$ cat src/hdl/pe_pkg.sv
// Shared types and constants of the Prewitt edge magnitude block.
package pe_pkg;

  localparam int unsigned PIX_W   = 8;
  localparam int unsigned SUM_W   = 10;
  localparam int unsigned CFG_W   = 11;
  localparam int unsigned COORD_W = 10;
  localparam int unsigned APB_AW  = 2;
  localparam int unsigned APB_DW  = 32;

  localparam logic [CFG_W-1:0]  IMAGE_WIDTH_RST = 11'd1024;
  localparam logic [CFG_W-1:0]  IMAGE_WIDTH_MIN = 11'd3;
  localparam logic [PIX_W-1:0]  MAG_MAX         = 8'd255;
  localparam logic [APB_AW-1:0] ADDR_IMAGE_WIDTH = 2'd0;

  // One window column: top, middle and bottom pixel.
  typedef struct packed {
    logic [PIX_W-1:0] top;
    logic [PIX_W-1:0] mid;
    logic [PIX_W-1:0] bot;
  } pix_col_t;

endpackage

$ cat src/hdl/pe_grad.sv
// Window column registers and Prewitt gradient magnitude.
module pe_grad import pe_pkg::*; (
  input  logic             clk_i,
  input  logic             rst_ni,
  input  logic             shift_i,
  input  pix_col_t         cur_i,
  output logic [PIX_W-1:0] mag_o
);

  pix_col_t          left_q, centre_q;
  logic [SUM_W-1:0]  sum_left, sum_right, sum_up, sum_down;
  logic [SUM_W-1:0]  gx, gy;
  logic [SUM_W:0]    mag_full;

  assign sum_left  = SUM_W'(left_q.top) + SUM_W'(left_q.mid) + SUM_W'(left_q.bot);
  assign sum_right = SUM_W'(cur_i.top) + SUM_W'(cur_i.mid) + SUM_W'(cur_i.bot);
  assign sum_up    = SUM_W'(left_q.top) + SUM_W'(centre_q.top) + SUM_W'(cur_i.top);
  assign sum_down  = SUM_W'(left_q.bot) + SUM_W'(centre_q.bot) + SUM_W'(cur_i.bot);

  assign gx = (sum_left > sum_right) ? sum_left - sum_right : sum_right - sum_left;
  assign gy = (sum_up > sum_down) ? sum_up - sum_down : sum_down - sum_up;

  assign mag_full = (SUM_W + 1)'(gx) + (SUM_W + 1)'(gy);
  assign mag_o    = (mag_full > (SUM_W + 1)'(MAG_MAX)) ? MAG_MAX : PIX_W'(mag_full);

  // advance the window: centre becomes left, current becomes centre
  always_ff @(posedge clk_i or negedge rst_ni) begin
    if (!rst_ni) begin
      left_q   <= '0;
      centre_q <= '0;
    end else if (shift_i) begin
      left_q   <= centre_q;
      centre_q <= cur_i;
    end
  end

endmodule

$ cat config.mk
export PLATFORM = sky130hd
export DESIGN_NAME = pe_grad
export DESIGN_NICKNAME = d
export VERILOG_FILES = /design/src/hdl/pe_pkg.sv /design/src/hdl/pe_grad.sv
export SDC_FILE = /design/constraint.sdc
export NUM_CORES = 1
export LEC_CHECK = 0
export ABC_AREA = 1
export BUFFER_PORTS_ARGS = -buffer_cell sky130_fd_sc_hd__buf_2
export CORE_ASPECT_RATIO = 1.25
export CORE_MARGIN = 2
export CORE_UTILIZATION = 48
export DETAILED_ROUTE_END_ITERATION = 8
export PLACE_DENSITY = 0.63
export RECOVER_POWER = 50
export SLEW_MARGIN = 20
export SYNTH_ARGS = -nofsm -noshare
export SYNTH_HDL_FRONTEND = slang
export SYNTH_SLANG_ARGS = --single-unit
$ cat constraint.sdc
create_clock -name clk_i -period 7 [get_ports clk_i]
set_input_delay 0.35 -clock clk_i [delete_from_list [all_inputs] [get_ports clk_i]]
set_output_delay 0.35 -clock clk_i [all_outputs]
set_load 0.02 [all_outputs]
# Word-level counts from Yosys, hierarchy flattened
# Cells that the tools add are included.
dict set report totals {
  regBits 48
  out_inout_bits 8
}
dict set report op_classes {
  n_addsub 13
  order_cmp 3
  muxes 3
}
# cell count
set ops {}
lappend ops {{$add A9 B8 Y10} 4}
lappend ops {{$sub A10 B10 Y10} 4}
lappend ops {{$add A8 B8 Y9} 4}
lappend ops {{$gt A10 B10 Y1} 2}
lappend ops {{$mux W10} 2}
lappend ops {{$add A10 B10 Y11} 1}
lappend ops {{$gt A11 B8 Y1 const B} 1}
lappend ops {{$mux W8} 1}

# Depth between registers and ports, before layout
# Gate-level depths: netlist (run 1).
dict set report depth {
  ltp_word 7
  mapped_depth 34
}

# Worst setup path before layout (run 1)
# No wires, ideal clock.
dict set report synth_timing {
  kind {reg2out}
  start {register left_q[1] (netlist name)}
  end {output mag_o[0]}
  arrival_time_ns 4.565
  required_time_ns 6.650
  path_slack_ns 2.085
  stages_incl_launch_ff 30
  n_path_buf 1
  cell_sequence {dfrtp_1 inv_1 fa_1 inv_1 ha_1 fa_1 nand3_1 nand3_1 nand2_1 nand2_1 a21oi_1 xor2_1 ha_1 nand2_2 nor2_1 nand3_1 nand3_2 nand2_2 buf_6 nand2_1 o21ai_1 fa_1 nand3_1 nand2_1 nand2_1 nand2_1 nand2_1 nand3_1 nor2_2 nand2_1}
}
dict set report synth_via {
  elab_chain_len 7
  word_cells_on_any_way 14
  classes_between {add/sub: 8; order compare: 3; mux: 3}
}
# item line_no
set synth_lines {}
lappend synth_lines {{start, declared} pe_grad.sv:10} ;# pix_col_t left_q, centre_q;
lappend synth_lines {{start signal, assigned} pe_grad.sv:32} ;# left_q <= centre_q;
lappend synth_lines {{$add A8 B8 Y9} pe_grad.sv:18} ;# assign sum_down = SUM_W'(left_q.bot) + SUM_W'(centre_q.bot) + SUM_W'(cur_i.bot);
lappend synth_lines {{$add A9 B8 Y10} pe_grad.sv:18}
lappend synth_lines {{$sub A10 B10 Y10 or $gt A10 B10 Y1 (tied branches)} pe_grad.sv:21} ;# assign gy = (sum_up > sum_down) ? sum_up - sum_down : sum_down - sum_up;
lappend synth_lines {{$mux W10} pe_grad.sv:21}
lappend synth_lines {{$add A10 B10 Y11 (*)} pe_grad.sv:23} ;# assign mag_full = (SUM_W + 1)'(gx) + (SUM_W + 1)'(gy);
lappend synth_lines {{$gt A11 B8 Y1} pe_grad.sv:24} ;# assign mag_o = (mag_full > (SUM_W + 1)'(MAG_MAX)) ? MAG_MAX : PIX_W'(mag_full);
lappend synth_lines {{$mux W8 (*)} pe_grad.sv:24}
lappend synth_lines {{end, declared} pe_grad.sv:7} ;# output logic [PIX_W-1:0] mag_o
# Mark *: on every way between the ends. The rest lies on a longest branch, timed or not.

# Final worst setup path (run 1)
dict set report layout_timing {
  start {register left_q[1] (netlist name)}
  end {output mag_o[7]}
}
# The elaborated chain is that of the path after synthesis.

==> flow_summary.yaml, run 1 <==
detailed_routing:
  dr_total_vias: 5707
  drt_iter0_markers: 178
  route.final.wire_length_um: 15300
  drcViolationCount: 0
  ant_nets: 0
  drtPass1Iterations: 7
  avgViaCountPerCell: 4.89
  wl_per_cell_um: 13.1
floorplanning:
  die_y_um: 135
  fp.dieW_um: 109
  core_area_um2: 13300
  initial_core_util_pct: 49.4
  num_rows: 47
  io_pins: 35
  die_area_um2: 14700
logic_synthesis:
  synth.distinct_cells: 34
  yosysTopAreaCellShare_pct: 18.2
  synth_cells: 971
  synth.cell_area_um2: 6590
  yosys_warnings: 0
  synthFlopType: "dfrtp_1"
  synth_top_cell_by_area: "dfrtp_1"
  yosysMostFrequentCell: "nand2_1"
  synthTopCellsByCount: "269 x nand2_1, 211 x inv_1, 76 x ha_1, 60 x a21oi_1, 60 x nor2_1"
  yosys_register_bits: 48
  async_reset_ff_share_pct: 100
  ys_seq_area_share_pct: 18.2
  synth_area_leaders: "dfrtp_1 18%, nand2_1 15%, ha_1 14%"
  synth_fp_nets: 1115
  synth_edf_count: 0
  syn_avg_cell_area_um2: 6.79
critical_path:
  critPathMaxStageDelay_ns: 0.44
  required_ns: 6.65
  crit_type: "flip-flop to output pin"
  crit_slowest_cell: "fa_1"
  r2r_cells: 2
  crit_top_cell: "nand2_1"
  cp_num_buf_inv: 7
  r2r_slack_ns: 6.10
  reg2reg_from: "left_q[22]"
  crit_fanout: 13
  worst_r2r_endpoint: "left_q[22]"
  critPathTopFamily: "adder cells"
  cp-start-kind: "flip-flop"
  crit_arrival_ns: 5.56
  crit_path_end_kind: "output pin"
cells_and_area:
  num_antenna_cells: 0
  nNetsFinal: 1139
  areaGrowthSynthToFinish_pct: 6.55
  drive_gt1_share_pct: 6.03
  nFillCells: 1400
global_routing:
  grt_overflow: 0
  grt_pass1_wl_um: 26000
  antenna_found_initial: 0
  grt_max_degree: 97
  grt_pass1_vias: 5576
  grt.total_usage_pct: 22.4
place:
  gp_congestion: 0.948
  port_buffers: 34
  dpl.hpwl_um: 13200
clock_network:
  clock_path_buffers: 2
  h-tree-depth: 2
  postCtsSetupBuffers: 0
  tritoncts: "done"
  root_buffer: "clkbuf_16"
  clk_latency_ns: 0.29
  cts-resized-gates: 0
  clk_pin_slew_ns: 0.07
  clkSinkCount: 48
  numCtsBuffers: 5
  cts_hold_buf: 0
timing:
  hold_violations: 0
  fin_skew_ns: 0.00368
  clock.fmax_mhz: 169
  min_period_ns: 5.91
  timing.slew.headroom_pct: -130
  finalSetupViolCount: 0
  tns_ns: 0
  rsz0062_at_grt: "false"
  post-route-period-util_pct: 84.4
  drv_slew: 146
  worst_pin_slew_ns: 3.45
outcome:
  violations: "capacitance limit, slew limit"
  outcome: "finished with violations"
min_path:
  min_path_type: "input pin to flip-flop"
  hold_path.startpoint: "cur_i[21]"
  hold_end: "centre_q[21]"
  whs_path_depth: 3
flow_run:
  maxCapViolCount: 2
[cells in the final DEF (no fill, tap or decap), drive strengths merged, types with 7 or more instances in the layout]
master / instances
nand4: 14
nor2: 62
nand2: 274
inv: 211
xor2: 33
buf: 33
dfrtp: 48
nand3: 55
o21ai: 48
fa: 41
a21oi: 64
clkbuf: 7
xnor2: 7
ha: 76
[per-layer routing]
layer	vias up	GRT usage, %	part of all wire, %
met5	-	0	0
met4	0	8.69	3.8
met3	27	1.79	2.3
met2	90	39.5	49
met1	2563	28.2	45
li1	3027	-	-
[worst reg2reg max path, cell delays in order, from the launching register on]
cell and delay (ns):
dfrtp_1 0.45, nor2_1 0.12, a21oi_1 0.07
[layout make-up]
class                   count  area, µm²  area share [%]
multi-input cells         694       4500            64.1
clock inverters             2       12.5           0.178
flip-flops and latches     48       1200            17.1
clock buffers               5        125            1.78
repair buffers             35        173            2.46
inverters                 211        792            11.3
well taps                 171        214            3.05
[metrics by stage]
| stage | cell area [µm²] | std cells | utilization [%] | hold slack (ns) | worst slack [ns] |
|---|---|---|---|---|---|
| 6_report | 7020 | 1166 | 52.6 | 0.271 | 1.09 |
| 5_1_grt | 7020 | 1166 | 52.6 | 0.280 | 0.463 |
| 4_1_cts | 7030 | 1166 | 52.6 | 0.261 | 1.09 |
| 3_5_place_dp | 6890 | 1159 | 51.6 | 0.469 | 1.27 |
| 3_3_place_gp | 6890 | 1159 | 51.6 | 0.459 | 1.27 |
| 2_1_floorplan | 6590 | 971 | - | 0.0544 | 2.08 |
[how the worst max path moves through the flow]
stage                          start       end  slack (ns)  cells after the start
final                      left_q[1]  mag_o[7]        1.09                     29
after global routing      left_q[17]  mag_o[4]        0.46                     31
after CTS                 left_q[17]  mag_o[7]        1.09                     30
after detailed placement   cur_i[17]  mag_o[7]        1.27                     31
after global placement     cur_i[17]  mag_o[6]        1.27                     31
after floorplan            left_q[1]  mag_o[0]        2.08                     29
[kinds of logic after synthesis]
group	after synthesis	share of synthesized area [%]
buf+inv	229	13.4
flops	48	18.2
compound gates	124	10.1
simple gates	413	26.0
fa+ha+maj	117	26.9
xor+xnor	40	5.32
[flip-flops by register name, summed over array words and instances (netlist names)]
register and count:
centre_q 24, left_q 24
Power of run 1 is left out: the tool's default activity adds up to more than one toggle a clock period on the data nets, which glitch-free logic cannot reach.
==> run 2, diff against run 1 <==
==> constraint.sdc (replaced) <==
create_clock -name clk_i -period 6.1 [get_ports clk_i]
set_input_delay 0.305 -clock clk_i [delete_from_list [all_inputs] [get_ports clk_i]]
set_output_delay 0.305 -clock clk_i [all_outputs]
set_load 0.02 [all_outputs]
==> run 2 against run 1 <==
Against the previous run: the run still ends with capacitance limit, slew limit left; final area increased by 0.75%; highest routed layer unchanged; non-clock buffer count unchanged; global-route usage fell by 0.29 points; core utilization rose by 0.39 points; cell count hardly changed; count of clock-buffer cells in the layout grew 1; sequential share of layout area shrank 0.13 points; worst setup slack worse by 0.64 ns; via count grew 0.44%.
==> flow_summary.yaml, run 2 (synthesis gave the netlist of run 1 again) <==
outcome:
  outcome: "finished with violations"
  violations: "capacitance limit, slew limit"
clock_network:
  postCtsSetupBuffers: 0
  tritoncts: "done"
  clk_latency_ns: 0.29
  cts-resized-gates: 0
  clk_pin_slew_ns: 0.07
  cts_hold_buf: 0
  clock_path_buffers: 2
  h-tree-depth: 2
  numCtsBuffers: 5
  clkSinkCount: 48
  root_buffer: "clkbuf_16"
cells_and_area:
  reg_top3: "centre_q: 24 flops, left_q: 24 flops"
  nNetsFinal: 1139
  num_antenna_cells: 0
  areaGrowthSynthToFinish_pct: 7.35
  drive_gt1_share_pct: 6.83
  final_common_cell: "nand2_1"
  mostFrequentLayoutCells: "269 x nand2_1, 210 x inv_1, 73 x ha_1"
  final_cells: 1167
  finish.utilization_pct: 53.0
critical_path:
  crit_top_cell: "nand2_1"
  crit_path_end_kind: "output pin"
  required_ns: 5.79
  crit_type: "flip-flop to output pin"
  critPathMaxStageDelay_ns: 0.51
  crit_slowest_cell: "fa_1"
  cp-start-kind: "flip-flop"
  crit_fanout: 13
  crit_arrival_ns: 5.34
global_routing:
  grt_pass1_wl_um: 26000
  grt_overflow: 0
  grt_pass1_vias: 5610
  grt_max_degree: 97
  grt.total_usage_pct: 22.1
  antenna_found_initial: 0
detailed_routing:
  drcViolationCount: 0
  route.final.wire_length_um: 15100
  dr_total_vias: 5732
  drtPass1Iterations: 5
  avgViaCountPerCell: 4.91
  ant_nets: 0
  wl_per_cell_um: 12.9
  drt_iter0_markers: 214
floorplanning:
  die_area_um2: 14700
  die_y_um: 135
  io_pins: 35
  initial_core_util_pct: 49.4
  core_area_um2: 13300
  fp.dieW_um: 109
  num_rows: 47
place:
  dpl.hpwl_um: 13000
  dpl.cell_count: 1159
  port_buffers: 34
  gp_congestion: 0.945
min_path:
  min_path_type: "input pin to flip-flop"
timing:
  tns_ns: 0
  min_period_ns: 5.64
  finalSetupViolCount: 0
  worst_pin_slew_ns: 3.42
  drv_slew: 146
  rsz0062_at_grt: "false"
  fin_skew_ns: 0.00653
  clock.fmax_mhz: 177
  timing.slew.headroom_pct: -128
  hold_violations: 0
  post-route-period-util_pct: 92.5
flow_run:
  maxCapViolCount: 2
## run 2: changes by cell type in the layout (fill, tap and decap cells not counted), sizes merged
| cell | previous run | this run |
|---|---|---|
| clkinv | 1 | 0 |
| clkinvlp | 1 | 2 |
| clkbuf | 7 | 8 |
## run 2: path summary, 6_finish.rpt
| path | slack [ns] | from | cells past startpoint | to |
|---|---|---|---|---|
| worst min register to register | 0.47 | centre_q[4] | 2 | left_q[4] |
| max in group asynchronous | 3.88 | rst_ni | 1 | centre_q[8] |
| worst max-delay path | 0.46 | left_q[17] | 30 | mag_o[2] |
| worst max register to register | 5.18 | left_q[22] | 2 | left_q[22] |
| worst min-delay path | 0.23 | cur_i[21] | 3 | centre_q[21] |
| min in group asynchronous | 0.80 | rst_ni | 1 | centre_q[21] |
## run 2: stage by stage
step                      hold WS [ns]  cell area [µm²]  setup WS [ns]
after CTS                        0.225             7040          0.258
after global routing             0.238             7070         0.0189
after floorplan                0.00941             6590           1.23
after detailed placement         0.465             6890          0.468
final                            0.228             7070          0.455
after global placement           0.459             6890          0.456
## run 2: per-layer routing
layer | track usage (%) | wire length, µm | vias up
li1 | - | - | 3030
met4 | 7.19 | 457 | 0
met3 | 2.27 | 384 | 22
met5 | 0 | 0 | -
met2 | 39.2 | 7470 | 94
met1 | 28.0 | 6760 | 2586
## run 2: worst max-delay path, delay by kind of cell, from the launching register on
kind | cells | cell delay [ns]
buf+inv | 5 | 0.37
flops | 1 | 0.32
xor+xnor | 1 | 0.12
simple gates | 17 | 1.89
compound gates | 2 | 0.41
fa+ha+maj | 5 | 1.92
## run 2: area by class of cell
class / count / area, µm²
timing repair buffer: 35 / 173
sequential: 48 / 1200
multi-input combinational: 694 / 4540
fill: 1386 / 6280
clock inverter: 2 / 15.0
clock buffer: 6 / 139
inverter: 211 / 792
tap: 171 / 214
Power of run 2 is left out for the same reason.
