==> config.mk <==
export PLATFORM = sky130hd
export DESIGN_NAME = pe_pos
export DESIGN_NICKNAME = d
export VERILOG_FILES = /design/src/hdl/pe_pkg.sv /design/src/hdl/pe_pos.sv
export SDC_FILE = /design/constraint.sdc
export NUM_CORES = 1
export LEC_CHECK = 0
export BUFFER_PORTS_ARGS = -buffer_cell sky130_fd_sc_hd__buf_2
export CAP_MARGIN = 15
export CORE_UTILIZATION = 59
export DETAILED_ROUTE_END_ITERATION = 8
export PLACE_DENSITY = 0.85
export SLEW_MARGIN = 40
export SYNTH_ARGS = -nofsm -noshare
export SYNTH_HDL_FRONTEND = slang
export SYNTH_SLANG_ARGS = --single-unit
==> constraint.sdc <==
create_clock -name clk_i -period 4.84 [get_ports clk_i]
set_clock_uncertainty 0.2 [all_clocks]
set_input_delay 0.484 -clock clk_i [delete_from_list [all_inputs] [get_ports clk_i]]
set_output_delay 0.484 -clock clk_i [all_outputs]
set_load 0.02 [all_outputs]
==> src/hdl/pe_pkg.sv <==
// Shared types and constants of the Prewitt edge magnitude block.
package pe_pkg;

  localparam int unsigned PIX_W   = 8;
  localparam int unsigned SUM_W   = 10;
  localparam int unsigned CFG_W   = 11;
  localparam int unsigned COORD_W = 10;
  localparam int unsigned APB_AW  = 2;
  localparam int unsigned APB_DW  = 32;

  localparam logic [CFG_W-1:0]  IMAGE_WIDTH_RST = 11'd1024;
  localparam logic [CFG_W-1:0]  IMAGE_WIDTH_MIN = 11'd3;
  localparam logic [PIX_W-1:0]  MAG_MAX         = 8'd255;
  localparam logic [APB_AW-1:0] ADDR_IMAGE_WIDTH = 2'd0;

  // One window column: top, middle and bottom pixel.
  typedef struct packed {
    logic [PIX_W-1:0] top;
    logic [PIX_W-1:0] mid;
    logic [PIX_W-1:0] bot;
  } pix_col_t;

endpackage

==> src/hdl/pe_pos.sv <==
// Raster position counters and window-fit decision.
module pe_pos import pe_pkg::*; #(
  parameter int unsigned MAX_WIDTH  = 1024,
  parameter int unsigned MAX_HEIGHT = 1024
) (
  input  logic                          clk_i,
  input  logic                          rst_ni,
  input  logic                          acc_i,
  input  logic                          frame_start_i,
  input  logic [CFG_W-1:0]              image_width_i,
  output logic [$clog2(MAX_WIDTH)-1:0]  col_o,
  output logic [$clog2(MAX_HEIGHT)-1:0] row_o,
  output logic                          win_valid_o
);

  localparam int unsigned CW = $clog2(MAX_WIDTH);
  localparam int unsigned RW = $clog2(MAX_HEIGHT);
  localparam int unsigned EW = $clog2(MAX_WIDTH + 1);

  logic [CW-1:0] col_q, col_d, col_cur;
  logic [RW-1:0] row_q, row_d, row_cur;
  logic [EW-1:0] eff_width;
  logic          last_col, last_row;

  // clamp the programmed width into the supported range
  always_comb begin
    if (image_width_i < IMAGE_WIDTH_MIN) begin
      eff_width = EW'(IMAGE_WIDTH_MIN);
    end else if (32'(image_width_i) > 32'(MAX_WIDTH)) begin
      eff_width = EW'(MAX_WIDTH);
    end else begin
      eff_width = EW'(image_width_i);
    end
  end

  assign col_cur  = frame_start_i ? '0 : col_q;
  assign row_cur  = frame_start_i ? '0 : row_q;
  assign last_col = (32'(col_cur) + 32'd1) >= 32'(eff_width);
  assign last_row = (32'(row_cur) + 32'd1) >= 32'(MAX_HEIGHT);

  always_comb begin
    col_d = col_q;
    row_d = row_q;
    if (acc_i) begin
      if (last_col) begin
        col_d = '0;
        row_d = last_row ? '0 : row_cur + RW'(1);
      end else begin
        col_d = col_cur + CW'(1);
        row_d = row_cur;
      end
    end
  end

  always_ff @(posedge clk_i or negedge rst_ni) begin
    if (!rst_ni) begin
      col_q <= '0;
      row_q <= '0;
    end else begin
      col_q <= col_d;
      row_q <= row_d;
    end
  end

  assign col_o       = col_cur;
  assign row_o       = row_cur;
  assign win_valid_o = (row_cur >= RW'(2)) && (col_cur >= CW'(2));

endmodule

Word level (Yosys, flattened, before mapping)
Cells that the tools add are included.
{"block": "classes", "n_addsub": 4, "n_mux": 7, "n_reduce_logical": 1, "order_cmp": 6}
{"op": "$mux W10", "count": 5}
{"op": "$add A10 B1 Y11 const B", "count": 2}
{"op": "$mux W11", "count": 2}
{"op": "$add A10 B1 Y10 const B", "count": 2}
{"op": "$ge A10 B2 Y1 const B", "count": 2}
{"op": "$ge A11 B11 Y1", "count": 1}
{"op": "$ge A11 B11 Y1 const B", "count": 1}
{"op": "$gt A11 B11 Y1 const B", "count": 1}
{"op": "$lt A11 B2 Y1 const B", "count": 1}
{"op": "$logic_and A1 B1 Y1", "count": 1}
{"block": "totals", "out_inout_bits": 21, "register_bits": 20, "elab_cells": 20, "inputBits": 15}

Logic depth before layout (Yosys ltp)
Gate-level depths: netlist of run 1.
{"block": "logic_depth", "word_depth": 5, "mapped_depth": 18, "mapped_depth_nobuf": 15}

Worst setup path before layout of run 1
No wires, ideal clock.
{"block": "synth_path", "path_type": "input -> register", "startpoint": "input frame_start_i", "endpoint": "register row_q[4]", "stages": 15, "arrival_ns": 3.234, "required_ns": 4.514, "path_slack_ns": 1.280, "setup_time_ns": 0.126, "n_path_buf": 2, "cell_sequence": "buf_2 nor2b_1 ha_1 nand4_1 nor2_1 and3_1 xor2_1 ha_1 a21oi_1 o21ai_0 a21oi_1 and2_1 buf_2 nor2_1 a221o_1"}
{"block": "synth_via", "elab_cells_between_ends": 9, "classes_between": "3 x add/sub; 2 x order compare; 4 x mux"}
{"item": "start, declared", "line_no": "pe_pos.sv:9", "rtl": "input logic frame_start_i,"}
{"item": "$mux W10", "line_no": "pe_pos.sv:36", "rtl": "assign col_cur = frame_start_i ? '0 : col_q;"}
{"item": "via col_o[1]", "line_no": "pe_pos.sv:11", "rtl": "output logic [$clog2(MAX_WIDTH)-1:0] col_o,"}
{"item": "$add A10 B1 Y11", "line_no": "pe_pos.sv:38", "rtl": "assign last_col = (32'(col_cur) + 32'd1) >= 32'(eff_width);"}
{"item": "$ge A11 B11 Y1", "line_no": "pe_pos.sv:38"}
{"item": "$mux W10", "line_no": "pe_pos.sv:45", "rtl": "if (last_col) begin"}
{"item": "end signal, assigned", "line_no": "pe_pos.sv:61", "rtl": "row_q <= row_d;"}
{"item": "end, declared", "line_no": "pe_pos.sv:21", "rtl": "logic [RW-1:0] row_q, row_d, row_cur;"}
The timed path passes the listed nets, and every way through them passes these cells.
A chain may end at the register's enable or synchronous reset.

Worst setup path after layout of run 1
{"block": "layout_path", "startpoint": "input frame_start_i", "endpoint": "register row_q[4]"}
{"block": "layout_via", "elab_chain_len": 5, "elab_cells_between_ends": 9, "classes_between": "3 x add/sub; 2 x order compare; 4 x mux"}
{"item": "$mux W10", "line_no": "pe_pos.sv:37", "rtl": "assign row_cur = frame_start_i ? '0 : row_q;"}
{"item": "$add A10 B1 Y11", "line_no": "pe_pos.sv:39", "rtl": "assign last_row = (32'(row_cur) + 32'd1) >= 32'(MAX_HEIGHT);"}
{"item": "$ge A11 B11 Y1", "line_no": "pe_pos.sv:39"}
{"item": "$mux W10", "line_no": "pe_pos.sv:47", "rtl": "row_d = last_row ? '0 : row_cur + RW'(1);"}
{"item": "$mux W10 (*)", "line_no": "pe_pos.sv:45"}
Mark *: on every way between the ends. The rest lies on a longest branch, timed or not.

==> flow_summary_export.csv, run 1 <==
group,metric,value,unit
sta,min_period,3.69,ns
route,ant_nets,0,
finish,finish.instance_area,1890,um2
clocking,cts_setup_buffers,0,
sta,hold_viol_final,0,
synthesis,synth_cell_types,44,
clocking,hold_buffers,1,
route,wl_per_cell,14.2,um
critical_path,critical-path-top-delay-family,"simple AND/OR/NAND/NOR gates",
sta,slew_violations,0,
route,drt-total-wl,3860,um
die,die_h,55.3,um
sta,finalSetupViolCount,0,
critical_path,start_kind,"input port",
global_routing,grt_pass1_wl,6640,um
clocking,cts_buffers,3,
synthesis,synth-seq-cells,20,
route,drc,0,
synthesis,post_synth_main_area_contributors,"dfrtp_1, ha_1, nand2_1, o21ai_0, nor2b_1",
critical_path,critPathMaxFanout,25,
synthesis,ys.warnings.count,0,
finish,nFillCells,187,
synthesis,yosys.area.top_type_share,29.8,%
synthesis,synth.avg_cell_area,7.99,um2
clocking,ctsResizeCount,0,
placement,place_area,1860,um2
critical_path,cp_common_cell,"nand4_1",
die,pin_count,36,
synthesis,yosys.area.top_type,"dfrtp_1",
placement,placement.io_buffers,35,
critical_path,regToRegSetupSlack,1.25,ns
sta,fin_crit_sh,76.2,%
synthesis,ys_seq_area_share,29.8,%
global_routing,grt_start_max_net_pins,26,
clocking,insertion_delay,0.30,ns
finish,diodes,0,
sta,rsz0062_at_grt,"false",
synthesis,async_reset_ff_share,100,%
min_path,hold_path.class,"reg2reg",
die,rows,18,
critical_path,path_class,"in2reg",
flow_run,drv_cap,0,
synthesis,synth-edff-count,0,
critical_path,worstPathArrival,3.68,ns
sta,holdWs,0.306,ns
critical_path,crit_chain,"buf_2, inv_1, nand2_1, inv_1, ha_1, nand4_1, nor2_1, and3_1, and3_1, ha_1, nand4_1, nor3_1, a21oi_1, nand2_1, nand4_1, a221o_1",
synthesis,ys.flop_type,"dfrtp_1",
clocking,cts-root-buf,"clkbuf_4",
die,chipWidth,55.3,um
die,start_util,64.8,%
route,via_per_inst,5.97,
outcome,status,"completed",
finish,final_nets,274,
placement,hpwl,2930,um
global_routing,grt_overflow_total,0,
clocking,h-tree-depth,1,
critical_path,cp_num_buf_inv,3,
critical_path,required,4.84,ns
sta,tightest_slew,0.695,ns
synthesis,syn_inst,210,
clocking,clk_path_buf_depth,2,
placement,place_congestion,0.907,
finish,drive_gt1_share,19.8,%
route,drt-pass1-iter-count,4,
route,first_iter_violations,77,
placement,post-place-ws,0.900,ns
global_routing,track_usage,26.5,%
sta,max-slew-margin-rel,53.6,%
global_routing,grt_pass1_vias,1449,
critical_path,slowest_delay,0.41,ns
sta,tns,0,ns
global_routing,antenna_found_initial,0,
die,dieArea,3060,um2
critical_path,cp-end-kind,"flip-flop",
synthesis,syn-num-nets,240,
route,vias,1624,
die,fp.coreArea,2590,um2
clocking,cts_tree,"done",
finish,syn_to_final_growth,12.8,%
power_and_ir_drop,p_leak,0.000975,uW
power_and_ir_drop,ir_drop,203,uV
clocking,cts_sinks,20,
synthesis,syn-cell-area,1680,um2
critical_path,critPathSlowestCell,"nand2_1",
sta,layout_setup_ws,1.15,ns
power_and_ir_drop,power.density,177,nW/um2
sta,fmax,0.271,GHz
clocking,clk_pin_slew,0.11,ns
## where the power goes
| group | switching [uW] | internal (uW) |
|---|---|---|
| clock | 48.1 | 29.0 |
| sequential | 6.75 | 173 |
| combinational | 49.0 | 27.7 |
## flip-flops by register name, summed over array words and instances (netlist names)
signal  cells
col_q      10
row_q      10
## synth_stat cells, drive strengths merged (3+ instances only)
library cell,instances
nand2,36
dfrtp,20
ha,15
nand3,13
nor2b,13
o21ai,13
inv,12
nor2,11
a21oi,9
nor4,8
nand4,6
nor3,5
o2bb2ai,5
xor2,5
buf,4
clkbuf,3
nand2b,3
## worst paths after layout
check | depth (start not counted) | startpoint | end
max in group asynchronous | 2 | rst_ni | col_q[0]
worst min-delay path | 1 | col_q[6] | col_q[6]
worst max register to register | 13 | col_q[1] | row_q[0]
worst min register to register | 1 | col_q[6] | col_q[6]
min in group asynchronous | 2 | rst_ni | row_q[5]
worst max-delay path | 16 | frame_start_i | row_q[4]
## cells by family after synthesis
family	share of synthesized area, %
adders and majority gates	11.2
buffers and inverters	4.77
DFF	29.8
and+or+nand+nor	32.7
AOI/OAI and AO/OA	16.9
muxes	0.597
xor gates and xnor gates	4.10
## layout by cell type, fill, tap and decap left out, types with 2 or more instances in the layout
cell | synthesis | layout
a21oi_1 | 9 | 9
a221o_1 | 2 | 2
a22o_1 | 2 | 2
a31oi_1 | 2 | 2
and2b_1 | 2 | 2
and3_1 | 2 | 2
buf_2 | 4 | 35
clkbuf_4 | 0 | 3
dfrtp_1 | 20 | 20
ha_1 | 15 | 15
inv_1 | 12 | 12
nand2_1 | 36 | 36
nand2b_1 | 2 | 2
nand3_1 | 12 | 12
nand4_1 | 5 | 5
nor2_1 | 11 | 11
nor2b_1 | 10 | 10
nor2b_2 | 3 | 3
nor3_1 | 4 | 4
nor4_1 | 8 | 8
o21ai_0 | 13 | 13
o2bb2ai_1 | 5 | 5
o31ai_1 | 2 | 2
or2_2 | 2 | 2
xor2_1 | 5 | 5
## per-layer routing
metal	track usage (%)	wire (um)
met4	4.29	0
met3	6.09	264
met5	0	0
met2	39.4	1680
met1	39.8	1920
## final cells by class
cell class	count	area, um2	area share (%)
clock buffers	3	22.5	1.19
inverters	13	48.8	2.58
multi-input cells	170	1100	58.0
flip-flops and latches	20	500	26.5
well taps	30	37.5	1.98
repair buffers	36	185	9.79
## through the flow
step	cells	utilization [%]	total power (uW)
finish	272	73.0	334
global placement	268	71.8	258
CTS	272	73.0	334
floorplan	210	-	232
detailed placement	268	71.8	259
global route	272	73.0	356
(Power assumes the default switching activity.)
==> run 2: changes to the inputs <==
--- a/config.mk
+++ b/config.mk
@@ -7,9 +7,9 @@
 export LEC_CHECK = 0
 export BUFFER_PORTS_ARGS = -buffer_cell sky130_fd_sc_hd__buf_2
 export CAP_MARGIN = 15
-export CORE_UTILIZATION = 59
+export CORE_UTILIZATION = 49
 export DETAILED_ROUTE_END_ITERATION = 8
-export PLACE_DENSITY = 0.85
+export PLACE_DENSITY = 0.76
 export SLEW_MARGIN = 40
 export SYNTH_ARGS = -nofsm -noshare
 export SYNTH_HDL_FRONTEND = slang
==> constraint.sdc (replaced) <==
create_clock -name clk_i -period 3 [get_ports clk_i]
set_clock_uncertainty 0.2 [all_clocks]
set_input_delay 0.3 -clock clk_i [delete_from_list [all_inputs] [get_ports clk_i]]
set_output_delay 0.3 -clock clk_i [all_outputs]
set_load 0.02 [all_outputs]
==> run 2 against run 1 <==
Critical path depth fell by 3. Sequential cell count did not move. Via count rose by 9.2%. Die area rose by 20%. Clock-buffer cell count did not move. Non-clock buffer count rose by 24. Clock power rose to 3.0 times the previous value. Routed wire length rose by 26%. Core utilization fell by 2.8 points. Combinational power rose by 110%. Final area rose by 17%.
==> flow_summary_export.csv, run 2 (synthesis results as in run 1) <==
group,metric,value,unit
outcome,status,"completed",
die,pin_count,36,
critical_path,cp-end-kind,"flip-flop",
route,drc,0,
finish,nFillCells,273,
sta,fin_crit_sh,98.7,%
placement,place_congestion,0.923,
finish,register_area,500,um2
flow_run,drv_cap,0,
global_routing,grt_pass1_wl,7490,um
global_routing,grt_pass1_vias,1578,
route,vias,1773,
clocking,cts_sinks,20,
critical_path,required,3.06,ns
power_and_ir_drop,seqPwrFrac,42.3,%
route,drt-pass1-iter-count,4,
clocking,h-tree-depth,1,
clocking,clk_pin_slew,0.13,ns
die,start_util,53.2,%
placement,hpwl,3680,um
critical_path,start_kind,"flip-flop",
power_and_ir_drop,p_int,483,uW
sta,rsz0062_at_grt,"true",
finish,syn_to_final_growth,32.0,%
min_path,hold_path.class,"in2reg",
sta,tns,0,ns
route,first_iter_violations,140,
power_and_ir_drop,ir_drop,191,uV
finish,drive_gt1_share,34.1,%
finish,top_regs,"col_q: 10 flops, row_q: 10 flops",
power_and_ir_drop,p_leak,0.00112,uW
clocking,cts_tree,"done",
power_and_ir_drop,p_sw,207,uW
die,rows,20,
finish,multi_input_area,1190,um2
global_routing,grt_start_max_net_pins,24,
sta,min_period,2.96,ns
placement,placement.io_buffers,35,
finish,diodes,0,
route,drt-total-wl,4870,um
critical_path,critPathMaxFanout,9,
sta,fmax,0.338,GHz
finish,layout_common_cells,"buf_2, nand2_1, buf_4",
finish,layout_commonest_cell,"buf_2",
global_routing,grt_overflow_total,0,
critical_path,path_class,"reg2reg",
die,chipWidth,60.5,um
die,die_h,60.5,um
sta,finalSetupViolCount,0,
clocking,clk_path_buf_depth,2,
clocking,insertion_delay,0.32,ns
critical_path,worstPathArrival,3.03,ns
global_routing,antenna_found_initial,0,
clocking,cts-root-buf,"clkbuf_4",
sta,max-slew-margin-rel,52.8,%
route,ant_nets,0,
finish,final_nets,298,
global_routing,track_usage,28.2,%
clocking,cts_buffers,3,
route,via_per_inst,5.70,
power_and_ir_drop,power,689,uW
route,wl_per_cell,15.7,um
power_and_ir_drop,power.density,311,nW/um2
sta,hold_viol_final,0,
power_and_ir_drop,pwr-share-clk,33.9,%
sta,tightest_slew,0.708,ns
die,dieArea,3660,um2
power_and_ir_drop,swShare,30.0,%
sta,slew_violations,0,
die,fp.coreArea,3150,um2
power_and_ir_drop,combPwrFrac,23.8,%
[run 2: changes by cell type in the layout (fill, tap and decap cells not counted), sizes merged]
cell / previous run / this run
buf: 35 / 59
bufinv: 0 / 1
[run 2: path summary, 6_finish.rpt]
kind | slack (ns) | startpoint | endpoint | cells after the start
max | 0.04 | col_q[0] | row_q[2] | 13
min | 0.18 | acc_i | col_q[6] | 3
max reg2reg | 0.04 | col_q[0] | row_q[2] | 13
min reg2reg | 0.33 | col_q[6] | col_q[6] | 1
max in group asynchronous | 2.03 | rst_ni | row_q[3] | 2
min in group asynchronous | 0.24 | rst_ni | col_q[0] | 2
[run 2: critical path, cell delays in order (launching register included)]
cell and delay [ns]:
dfrtp_1 0.44, nand2_2 0.12, inv_4 0.04, ha_4 0.15, nand4_1 0.09, nor2_2 0.06, and3_4 0.19, and3_1 0.18
ha_1 0.32, nand4_1 0.14, nand2b_1 0.25, and2_4 0.23, or4_1 0.43, nand3_1 0.09
[run 2: layout make-up]
type                       count  share of cell area, %
clock buffer                   3                   1.02
sequential                    20                   22.6
inverter                      13                   2.32
timing repair buffer          60                   16.7
clock inverter                 1                   1.36
tap                           44                   2.49
multi-input combinational    170                   53.6
[run 2: through the flow]
step	cell area (um2)	utilization [%]	hold WS, ns	setup slack, ns	std cells
6_report	2210	70.2	0.183	0.0378	311
5_1_grt	2210	70.2	0.197	-0.113	311
4_1_cts	2130	67.7	0.147	0.00927	307
3_5_place_dp	2060	65.4	0.0838	-0.0688	302
3_3_place_gp	2060	65.4	0.0813	-0.0198	302
2_1_floorplan	1740	-	-0.196	-0.00112	210
[run 2: what timing repair did]
action	CTS	global route
endpoints found under the setup margin	5	19
hold buffers	1	0
pin swaps	0	9
resized for setup	4	9
setup buffers	0	4
hold endpoints to repair	20	0
[run 2: routing by layer]
layer  vias up  global-route usage [%]  wire (um)
li1        863                       -          -
met1       832                    40.8       2180
met2        65                    44.4       2300
met3        13                    3.20        275
met4         0                    8.77        112
met5         -                       0          0
[run 2: power by group through the flow]
| stage | registers [uW] | logic [uW] | clock network, uW |
|---|---|---|---|
| 6_report | 292 | 164 | 234 |
| 4_1_cts | 291 | 156 | 234 |
| 3_5_place_dp | 296 | 153 | 0 |
| 5_1_grt | 293 | 180 | 245 |
| 2_1_floorplan | 293 | 94.4 | 0 |
| 3_3_place_gp | 296 | 150 | 0 |
